<file path="src/rtl/bkvm_pkg.sv">
// bkvm_pkg: shared types and constants of the bounded key-value map
// no dependencies; used by the channel interfaces and bounded_key_value_map

package bkvm_pkg;

   localparam int unsigned DEFAULT_CAPACITY = 16;
   localparam int unsigned OPCODE_WIDTH     = 2;
   localparam int unsigned KEY_WIDTH        = 32;
   localparam int unsigned VALUE_WIDTH      = 32;
   localparam int unsigned COUNT_WIDTH      = 5;

   typedef enum logic [OPCODE_WIDTH-1:0] {
      OP_ADD    = 2'd0,
      OP_SEARCH = 2'd1,
      OP_REMOVE = 2'd2
   } opcode_type;

   // one slot as held in the table memory
   typedef struct packed {
      logic                          valid;
      logic signed [KEY_WIDTH-1:0]   key;
      logic signed [VALUE_WIDTH-1:0] value;
   } slot_type;

endpackage

</file>
<file path="src/rtl/bkvm_if.sv">
// bkvm_req_if, bkvm_rsp_if: valid/ready channels for request and reply beats
// depends on bkvm_pkg

interface bkvm_req_if import bkvm_pkg::*; ();
   logic                          valid;
   logic                          ready;
   logic [OPCODE_WIDTH-1:0]       opcode;
   logic signed [KEY_WIDTH-1:0]   key;
   logic signed [VALUE_WIDTH-1:0] new_value;

   modport source (output valid, output opcode, output key, output new_value, input ready);
   modport sink   (input valid, input opcode, input key, input new_value, output ready);
endinterface

interface bkvm_rsp_if import bkvm_pkg::*; ();
   logic                          valid;
   logic                          ready;
   logic                          found;
   logic signed [VALUE_WIDTH-1:0] old_value;
   logic                          table_full;
   logic [COUNT_WIDTH-1:0]        entry_count;

   modport source (output valid, output found, output old_value, output table_full,
                   output entry_count, input ready);
   modport sink   (input valid, input found, input old_value, input table_full,
                   input entry_count, output ready);
endinterface

</file>
<file path="src/rtl/bkvm_ram.sv">
// bkvm_ram: generic simple dual-port ram, one write and one registered read port
// no dependencies

module bkvm_ram #(
   parameter int unsigned WIDTH = 8,
   parameter int unsigned DEPTH = 16
) (
   input  logic                     clock,
   input  logic                     wr_en,
   input  logic [$clog2(DEPTH)-1:0] wr_addr,
   input  logic [WIDTH-1:0]         wr_data,
   input  logic                     rd_en,
   input  logic [$clog2(DEPTH)-1:0] rd_addr,
   output logic [WIDTH-1:0]         rd_data
);

   logic [WIDTH-1:0] mem [DEPTH];
   logic [WIDTH-1:0] rd_data_ff;

   always_ff @(posedge clock) begin
      if (wr_en) begin
         mem[wr_addr] <= wr_data;
      end
      if (rd_en) begin
         rd_data_ff <= mem[rd_addr];
      end
   end

   assign rd_data = rd_data_ff;

endmodule

</file>
<file path="src/rtl/bounded_key_value_map.sv">
// bounded_key_value_map: key-value table of CAPACITY slots held in one ram
// depends on bkvm_pkg, bkvm_req_if, bkvm_rsp_if and bkvm_ram
//
// usage
//  - req_if carries one request beat: opcode (add, search, remove), key and
//    new_value; rsp_if returns exactly one reply beat per request with found,
//    old_value, table_full and entry_count
//  - requests are served one at a time; a request beat is taken only while
//    the sequencer is idle
//  - the first slot read starts when a request is taken; the scan then checks
//    one slot at a time (it stops at the matching slot, at most CAPACITY slots),
//    then write-back loads the registered reply; the single read port of the
//    slot ram keeps the scan to one slot at a time
//  - after reset a clearing pass writes every slot invalid, one slot at a time,
//    and req_if.ready stays low until it ends
//  - the reply sits in an output register, so the next request is taken
//    while a reply waits; if the receiver still stalls when the following
//    reply is due, the sequencer holds in write-back until the beat moves
//  - add of a new key with no free slot stores nothing and flags table_full

module bounded_key_value_map import bkvm_pkg::*; #(
   parameter int unsigned CAPACITY = DEFAULT_CAPACITY
) (
   input  logic        clock,
   input  logic        reset,
   bkvm_req_if.sink    req_if,
   bkvm_rsp_if.source  rsp_if
);

   localparam int unsigned SLOT_AW    = $clog2(CAPACITY);
   localparam int unsigned CNT_W      = $clog2(CAPACITY + 1);
   localparam int unsigned SLOT_BITS  = $bits(slot_type);

   typedef enum logic [1:0] {
      ST_CLEAR,
      ST_IDLE,
      ST_SCAN,
      ST_UPDATE
   } state_type;

   // control state
   state_type          state_ff, state_in;
   logic [SLOT_AW-1:0] slot_ff, slot_in;       // slot under check, clear pointer
   logic [CNT_W-1:0]   count_ff, count_in;
   logic               rsp_valid_ff, rsp_valid_in;

   // request held for the duration of the scan
   logic [OPCODE_WIDTH-1:0]       op_ff, op_in;
   logic signed [KEY_WIDTH-1:0]   key_ff, key_in;
   logic signed [VALUE_WIDTH-1:0] value_ff, value_in;

   // scan results
   logic                          hit_ff, hit_in;
   logic [SLOT_AW-1:0]            hit_slot_ff, hit_slot_in;
   logic signed [VALUE_WIDTH-1:0] old_ff, old_in;
   logic                          free_ok_ff, free_ok_in;
   logic [SLOT_AW-1:0]            free_slot_ff, free_slot_in;

   // reply register
   logic                          rsp_found_ff, rsp_found_in;
   logic signed [VALUE_WIDTH-1:0] rsp_old_ff, rsp_old_in;
   logic                          rsp_full_ff, rsp_full_in;
   logic [COUNT_WIDTH-1:0]        rsp_count_ff, rsp_count_in;

   // ram ports
   logic                 wr_en;
   logic [SLOT_AW-1:0]   wr_addr;
   slot_type             wr_entry;
   logic                 rd_en;
   logic [SLOT_AW-1:0]   rd_addr;
   logic [SLOT_BITS-1:0] rd_data;
   slot_type             rd_entry;

   logic req_accept;
   logic last_slot;
   logic key_match;
   logic is_lookup;
   logic rsp_free;

   bkvm_ram #(
      .WIDTH (SLOT_BITS),
      .DEPTH (CAPACITY)
   ) u_slot_ram (
      .clock   (clock),
      .wr_en   (wr_en),
      .wr_addr (wr_addr),
      .wr_data (wr_entry),
      .rd_en   (rd_en),
      .rd_addr (rd_addr),
      .rd_data (rd_data)
   );

   assign rd_entry   = slot_type'(rd_data);
   assign req_accept = req_if.valid && req_if.ready;
   assign last_slot  = (slot_ff == SLOT_AW'(CAPACITY - 1));
   // read data always belongs to slot_ff while scanning
   assign key_match  = rd_entry.valid && (rd_entry.key == key_ff);
   assign is_lookup  = (op_ff == OP_ADD) || (op_ff == OP_SEARCH) || (op_ff == OP_REMOVE);
   // reply register can take a new beat this cycle
   assign rsp_free   = !rsp_valid_ff || rsp_if.ready;

   assign req_if.ready       = (state_ff == ST_IDLE);
   assign rsp_if.valid       = rsp_valid_ff;
   assign rsp_if.found       = rsp_found_ff;
   assign rsp_if.old_value   = rsp_old_ff;
   assign rsp_if.table_full  = rsp_full_ff;
   assign rsp_if.entry_count = rsp_count_ff;

   always_comb begin
      state_in     = state_ff;
      slot_in      = slot_ff;
      count_in     = count_ff;
      rsp_valid_in = rsp_valid_ff;
      op_in        = op_ff;
      key_in       = key_ff;
      value_in     = value_ff;
      hit_in       = hit_ff;
      hit_slot_in  = hit_slot_ff;
      old_in       = old_ff;
      free_ok_in   = free_ok_ff;
      free_slot_in = free_slot_ff;
      rsp_found_in = rsp_found_ff;
      rsp_old_in   = rsp_old_ff;
      rsp_full_in  = rsp_full_ff;
      rsp_count_in = rsp_count_ff;
      wr_en        = 1'b0;
      wr_addr      = slot_ff;
      wr_entry     = '0;
      rd_en        = 1'b0;
      // run one slot ahead of the check
      rd_addr      = slot_ff + 1'b1;

      if (rsp_valid_ff && rsp_if.ready) begin
         rsp_valid_in = 1'b0;
      end

      case (state_ff)
         ST_CLEAR: begin
            // invalidate every slot after reset
            wr_en    = 1'b1;
            wr_addr  = slot_ff;
            wr_entry = '0;
            slot_in  = slot_ff + 1'b1;
            if (last_slot) begin
               slot_in  = '0;
               state_in = ST_IDLE;
            end
         end
         ST_IDLE: begin
            if (req_accept) begin
               op_in      = req_if.opcode;
               key_in     = req_if.key;
               value_in   = req_if.new_value;
               hit_in     = 1'b0;
               old_in     = '0;
               free_ok_in = 1'b0;
               slot_in    = '0;
               rd_en      = 1'b1;
               rd_addr    = '0;
               if ((req_if.opcode == OP_ADD) || (req_if.opcode == OP_SEARCH) ||
                   (req_if.opcode == OP_REMOVE)) begin
                  state_in = ST_SCAN;
               end else begin
                  // unused opcode: straight to the reply
                  state_in = ST_UPDATE;
               end
            end
         end
         ST_SCAN: begin
            rd_en = 1'b1;
            // note the lowest free slot on the way
            if (!rd_entry.valid && !free_ok_ff) begin
               free_ok_in   = 1'b1;
               free_slot_in = slot_ff;
            end
            if (key_match) begin
               hit_in      = 1'b1;
               hit_slot_in = slot_ff;
               old_in      = rd_entry.value;
               state_in    = ST_UPDATE;
            end else if (last_slot) begin
               state_in = ST_UPDATE;
            end else begin
               slot_in = slot_ff + 1'b1;
            end
         end
         ST_UPDATE: begin
            if (rsp_free) begin
               rsp_full_in = 1'b0;
               if (is_lookup && (op_ff == OP_ADD)) begin
                  if (hit_ff) begin
                     // overwrite the value in place
                     wr_en          = 1'b1;
                     wr_addr        = hit_slot_ff;
                     wr_entry.valid = 1'b1;
                     wr_entry.key   = key_ff;
                     wr_entry.value = value_ff;
                  end else if (free_ok_ff) begin
                     wr_en          = 1'b1;
                     wr_addr        = free_slot_ff;
                     wr_entry.valid = 1'b1;
                     wr_entry.key   = key_ff;
                     wr_entry.value = value_ff;
                     count_in       = count_ff + 1'b1;
                  end else begin
                     rsp_full_in = 1'b1;
                  end
               end else if (is_lookup && (op_ff == OP_REMOVE) && hit_ff) begin
                  wr_en          = 1'b1;
                  wr_addr        = hit_slot_ff;
                  wr_entry.valid = 1'b0;
                  wr_entry.key   = key_ff;
                  wr_entry.value = old_ff;
                  count_in       = count_ff - 1'b1;
               end
               rsp_found_in = hit_ff;
               rsp_old_in   = old_ff;
               rsp_count_in = COUNT_WIDTH'(count_in);
               rsp_valid_in = 1'b1;
               state_in     = ST_IDLE;
            end
         end
         default: begin
            state_in = ST_IDLE;
         end
      endcase
   end

   always_ff @(posedge clock) begin
      if (reset) begin
         state_ff     <= ST_CLEAR;
         slot_ff      <= '0;
         count_ff     <= '0;
         rsp_valid_ff <= 1'b0;
      end else begin
         state_ff     <= state_in;
         slot_ff      <= slot_in;
         count_ff     <= count_in;
         rsp_valid_ff <= rsp_valid_in;
      end
      op_ff        <= op_in;
      key_ff       <= key_in;
      value_ff     <= value_in;
      hit_ff       <= hit_in;
      hit_slot_ff  <= hit_slot_in;
      old_ff       <= old_in;
      free_ok_ff   <= free_ok_in;
      free_slot_ff <= free_slot_in;
      rsp_found_ff <= rsp_found_in;
      rsp_old_ff   <= rsp_old_in;
      rsp_full_ff  <= rsp_full_in;
      rsp_count_ff <= rsp_count_in;
   end

   // occupancy never passes the slot count
   a_count_bound: assert property (@(posedge clock) disable iff (reset)
      count_ff <= CNT_W'(CAPACITY))
      else $error("entry count above capacity");

   // the ram is never written while the scan reads it
   a_no_write_in_scan: assert property (@(posedge clock) disable iff (reset)
      (state_ff == ST_SCAN) |-> !wr_en)
      else $error("slot write during scan");

   // leaving write-back always presents a reply beat
   a_reply_loaded: assert property (@(posedge clock) disable iff (reset)
      (state_ff == ST_UPDATE && state_in == ST_IDLE) |=> rsp_valid_ff)
      else $error("write-back finished without reply");

   // a reply never claims both a hit and a full table
   a_hit_not_full: assert property (@(posedge clock) disable iff (reset)
      rsp_valid_ff |-> !(rsp_found_ff && rsp_full_ff))
      else $error("reply flags found and table_full together");

endmodule
</file>
<file path="src/flat_wrapper.sv">
// flat-port wrapper written by rule: the top's interface ports become plain ports
module bounded_key_value_map_flat import bkvm_pkg::*;
#(
   parameter int unsigned CAPACITY = DEFAULT_CAPACITY
)
  (clock, reset, req_if_valid, req_if_opcode, req_if_key, req_if_new_value, req_if_ready, rsp_if_valid, rsp_if_found, rsp_if_old_value, rsp_if_table_full, rsp_if_entry_count, rsp_if_ready);
  bkvm_req_if req_if_i ();
  bkvm_rsp_if rsp_if_i ();
  input  logic clock;
  input  logic reset;
  input wire logic [$bits(req_if_i.valid)-1:0] req_if_valid;
  input wire logic [$bits(req_if_i.opcode)-1:0] req_if_opcode;
  input wire logic [$bits(req_if_i.key)-1:0] req_if_key;
  input wire logic [$bits(req_if_i.new_value)-1:0] req_if_new_value;
  output wire logic [$bits(req_if_i.ready)-1:0] req_if_ready;
  output wire logic [$bits(rsp_if_i.valid)-1:0] rsp_if_valid;
  output wire logic [$bits(rsp_if_i.found)-1:0] rsp_if_found;
  output wire logic [$bits(rsp_if_i.old_value)-1:0] rsp_if_old_value;
  output wire logic [$bits(rsp_if_i.table_full)-1:0] rsp_if_table_full;
  output wire logic [$bits(rsp_if_i.entry_count)-1:0] rsp_if_entry_count;
  input wire logic [$bits(rsp_if_i.ready)-1:0] rsp_if_ready;
  assign req_if_i.valid = req_if_valid;
  assign req_if_i.opcode = req_if_opcode;
  assign req_if_i.key = req_if_key;
  assign req_if_i.new_value = req_if_new_value;
  assign req_if_ready = req_if_i.ready;
  assign rsp_if_valid = rsp_if_i.valid;
  assign rsp_if_found = rsp_if_i.found;
  assign rsp_if_old_value = rsp_if_i.old_value;
  assign rsp_if_table_full = rsp_if_i.table_full;
  assign rsp_if_entry_count = rsp_if_i.entry_count;
  assign rsp_if_i.ready = rsp_if_ready;
  bounded_key_value_map #(.CAPACITY(CAPACITY)) u_core (.clock(clock), .reset(reset), .req_if(req_if_i), .rsp_if(rsp_if_i));
endmodule
</file>
<file path="config.mk">
export PLATFORM = sky130hd
export DESIGN_NAME = bounded_key_value_map_flat
export DESIGN_NICKNAME = d
export VERILOG_FILES = /design/src/rtl/bkvm_pkg.sv /design/src/rtl/bkvm_if.sv /design/src/rtl/bkvm_ram.sv /design/src/rtl/bounded_key_value_map.sv /design/src/flat_wrapper.sv
export SDC_FILE = /design/constraint.sdc
export NUM_CORES = 1
export LEC_CHECK = 0
export BUFFER_PORTS_ARGS = -buffer_cell sky130_fd_sc_hd__buf_2
export CORE_MARGIN = 4
export CORE_UTILIZATION = 45
export CTS_CLUSTER_DIAMETER = 30
export DETAILED_ROUTE_END_ITERATION = 8
export HOLD_SLACK_MARGIN = 0.06
export SLEW_MARGIN = 20
export SYNTH_ARGS = -nofsm -noshare
export SYNTH_HDL_FRONTEND = slang
export SYNTH_SLANG_ARGS = --single-unit
</file>
<file path="constraint.sdc">
create_clock -name clock -period 7 [get_ports clock]
set_input_delay 0.35 -clock clock [delete_from_list [all_inputs] [get_ports clock]]
set_output_delay 0.35 -clock clock [all_outputs]
set_load 0.02 [all_outputs]
</file>
==> reports/results.ini <==
[logic_synthesis]
synthFlopType = edfxtp_1
seq_area_frac_synth_pct = 77.3
synthesis.area_sq_um = 49000
synth_fp_nets = 2808
synth_edf_count = 1252
yosysUniqueCellTypes = 61
syn_avg_cell_area_sq_um = 17.9
postSynthCellCount = 2731
yosys_warnings = 0
ys_seq_elements = 1264
ys_async_sr_fraction_pct = 0

[cts]
root_buffer = clkbuf_16
clk-insertion-delay-late_ns = 0.80
cts.htree.levels = 4
cts_buffer_depth = 3
cts_resized = 0
cts_tree = built
clk_pin_slew_ns = 0.05
cts.sinks = 1264
cts_inserted_buffers = 235

[placed_design]
gp_congestion = 0.796
dpl.hpwl_mm = 62.0
pre_cts_slack_ns = 2.70
dpl_cell_area_sq_um = 51400
port_buffers = 110

[floorplan]
initial_core_util_pct = 45.5
die_height_um = 338
rows = 120
core_area_sq_um = 108000
fp.dieArea_sq_um = 114000
ios = 111
dieWidth_um = 338

[sta]
fmax_mhz = 227
max_slew_margin_pct = 18.9
fin_skew_ns = 0.0358
finalSetupViolations = 0
timing.setup.tns_ns = 0
timing.final.hold_violations = 0
rsz0062_at_grt = false
period_share_pct = 63.0
tightestPinTransition_ns = 1.21
finalWorstSetupSlack_ns = 2.59
finalCriticalPeriod_ns = 4.41
drv_slew = 0

[drt]
wl_per_cell_um = 26.2
via_per_inst = 5.87
via_count = 27200
antenna_left = 0
drt_iter0_markers = 2517
routed_wirelength_mm = 122
dr.pass1.iters = 6
drc_errors = 0

[grt]
grtUsageTotal_pct = 21.4
grt_max_degree = 86
grt_pass1_wl_mm = 181
grt.busiest_layer = met2
grt_use_met2_pct = 34.6
grt_overflow = 0
met1_usage_pct = 29.4
grtUsageMet3_pct = 4.50
first_global_vias = 28200
antenna_found_initial = 2

[power_and_ir_drop]
power_density_nw_per_um2 = 443
ir_worst_vdd_uv = 264
p_leak_nw = 21.0

[min_path]
hold_path_depth = 5
min_from = req_if_valid
hp-class = in2reg

[critical_path]
cp_max_fo = 71
worst-setup-path-type = reg2reg
reg2reg_setup_slack_ns = 2.59
reg2regPathDepth = 8
crit_start = u_core.slot_ff[0]$_SDFFE_PP0P_
endpoint_kind = register
rr_startpoint = u_core.slot_ff[0]$_SDFFE_PP0P_
required_ns = 7.50
arrival_ns = 4.91
cp-start-kind = register

[finish]
layout-drive-gt1-share_pct = 23.8
mostFrequentLayoutCell = edfxtp_1
nets = 3102
final_cell_area_sq_um = 60500
syn2layout_area_growth_pct = 23.5
final_cell_mix = edfxtp_1, clkbuf_16, nand2_1, mux4_2, buf_2

[job]
drv_cap = 0

[run_status]
status = complete, no violations

## final timing paths
check,end
max,u_core.u_slot_ram.rd_data[36]$_DFFE_PP_
min,u_core.slot_ff[2]$_SDFFE_PP0P_
max reg2reg,u_core.u_slot_ram.rd_data[36]$_DFFE_PP_
min reg2reg,u_core.rsp_if.old_value[1]$_DFFE_PP_
## cells by family (layout without fill, tap and decap cells)
| kind of cell | count (synthesis) | in the layout | synth area share, % |
|---|---|---|---|
| fa+ha+maj | 7 | 7 | 0.179 |
| compound gates | 538 | 538 | 7.49 |
| xor+xnor | 26 | 26 | 0.465 |
| flops | 1264 | 1264 | 77.3 |
| buf+inv | 192 | 692 | 1.67 |
| simple gates | 467 | 467 | 4.71 |
| other cells | 0 | 1 | 0 |
| mux | 237 | 237 | 8.22 |
## cell type report
cell class	count	area [sq um]
fill	8114	47000
sequential	1264	37800
multi-input combinational	1275	10500
clock buffer	267	6150
clock inverter	176	2210
timing repair buffer	231	1890
tap	1403	1760
inverter	18	71.3
antenna	1	2.50
## sequential cells by signal, summed over array words and instances (netlist names)
register / count
u_core.value_ff: 32
u_core.free_ok_ff: 1
u_core.u_slot_ram.rd_data: 65
u_core.rsp_if.entry_count: 5
u_core.key_ff: 32
u_core.free_slot_ff: 4
u_core.hit_ff: 1
u_core.state_ff: 2
u_core.rsp_if.valid: 1
u_core.op_ff: 2
u_core.count_ff: 5
u_core.old_ff: 32
u_core.slot_ff: 4
u_core.rsp_if.table_full: 1
u_core.u_slot_ram.mem: 1040
u_core.rsp_if.old_value: 32
u_core.rsp_if.found: 1
u_core.hit_slot_ff: 4
## metrics by stage
stage | total power, W | cells | hold slack (ns) | utilization, %
2_1_floorplan | 0.0134 | 2731 | 0.420 | -
3_3_place_gp | 0.0151 | 4121 | 0.432 | 47.8
3_5_place_dp | 0.0152 | 4121 | 0.439 | 47.8
4_1_cts | 0.0269 | 4632 | 0.123 | 56.2
5_1_grt | 0.0278 | 4634 | 0.196 | 56.2
6_report | 0.0268 | 4635 | 0.194 | 56.2
## power breakdown
| part | switching (W) | internal (W) |
|---|---|---|
| Sequential | 0.000259 | 0.00922 |
| Combinational | 0.00356 | 0.00207 |
| Clock | 0.00386 | 0.00779 |
| Total | 0.00768 | 0.0191 |
## cells in the mapped netlist (all sizes together), types with 4 or more instances
library cell / instances / area share, %
nand2: 212 / 1.6
buf: 73 / 0.76
xnor2: 4 / 0.072
a31oi: 53 / 0.68
a22o: 34 / 0.61
dfxtp: 12 / 0.49
ha: 7 / 0.18
a221oi: 26 / 0.48
mux4: 128 / 5.9
edfxtp: 1252 / 77
a211oi: 106 / 1.6
nand3: 10 / 0.10
nor4: 7 / 0.11
o21ai: 86 / 0.88
and2: 65 / 0.83
a21oi: 64 / 0.65
nand2b: 15 / 0.19
nor2b: 77 / 1.0
clkbuf: 101 / 0.77
nor3: 5 / 0.061
inv: 18 / 0.14
o22ai: 103 / 1.3
a311oi: 43 / 0.77
xor2: 22 / 0.39
nand4: 7 / 0.10
nor2: 54 / 0.41
mux2i: 70 / 1.4
mux2: 39 / 0.90
## worst max-delay path, cell delays in order, from the launching register on
cell and delay, ns:
dfxtp_4 0.78, ha_4 0.90, nand2_4 0.77, buf_12 0.45, buf_4 0.35, a211oi_1 0.26
a311oi_1 0.08, o21ai_0 0.24, o21ai_0 0.11
## layer usage
layer,vias up,part of all wire (%)
met5,-,0
met4,0,2.1
met3,213,7.9
met2,1216,48
met1,14000,42
li1,11700,-
## repair_timing
action	4_1_cts	5_1_grt
buffers inserted	0	0
endpoints found under the hold margin	78	0
hold buffers	68	0
(Power assumes the default switching activity.)
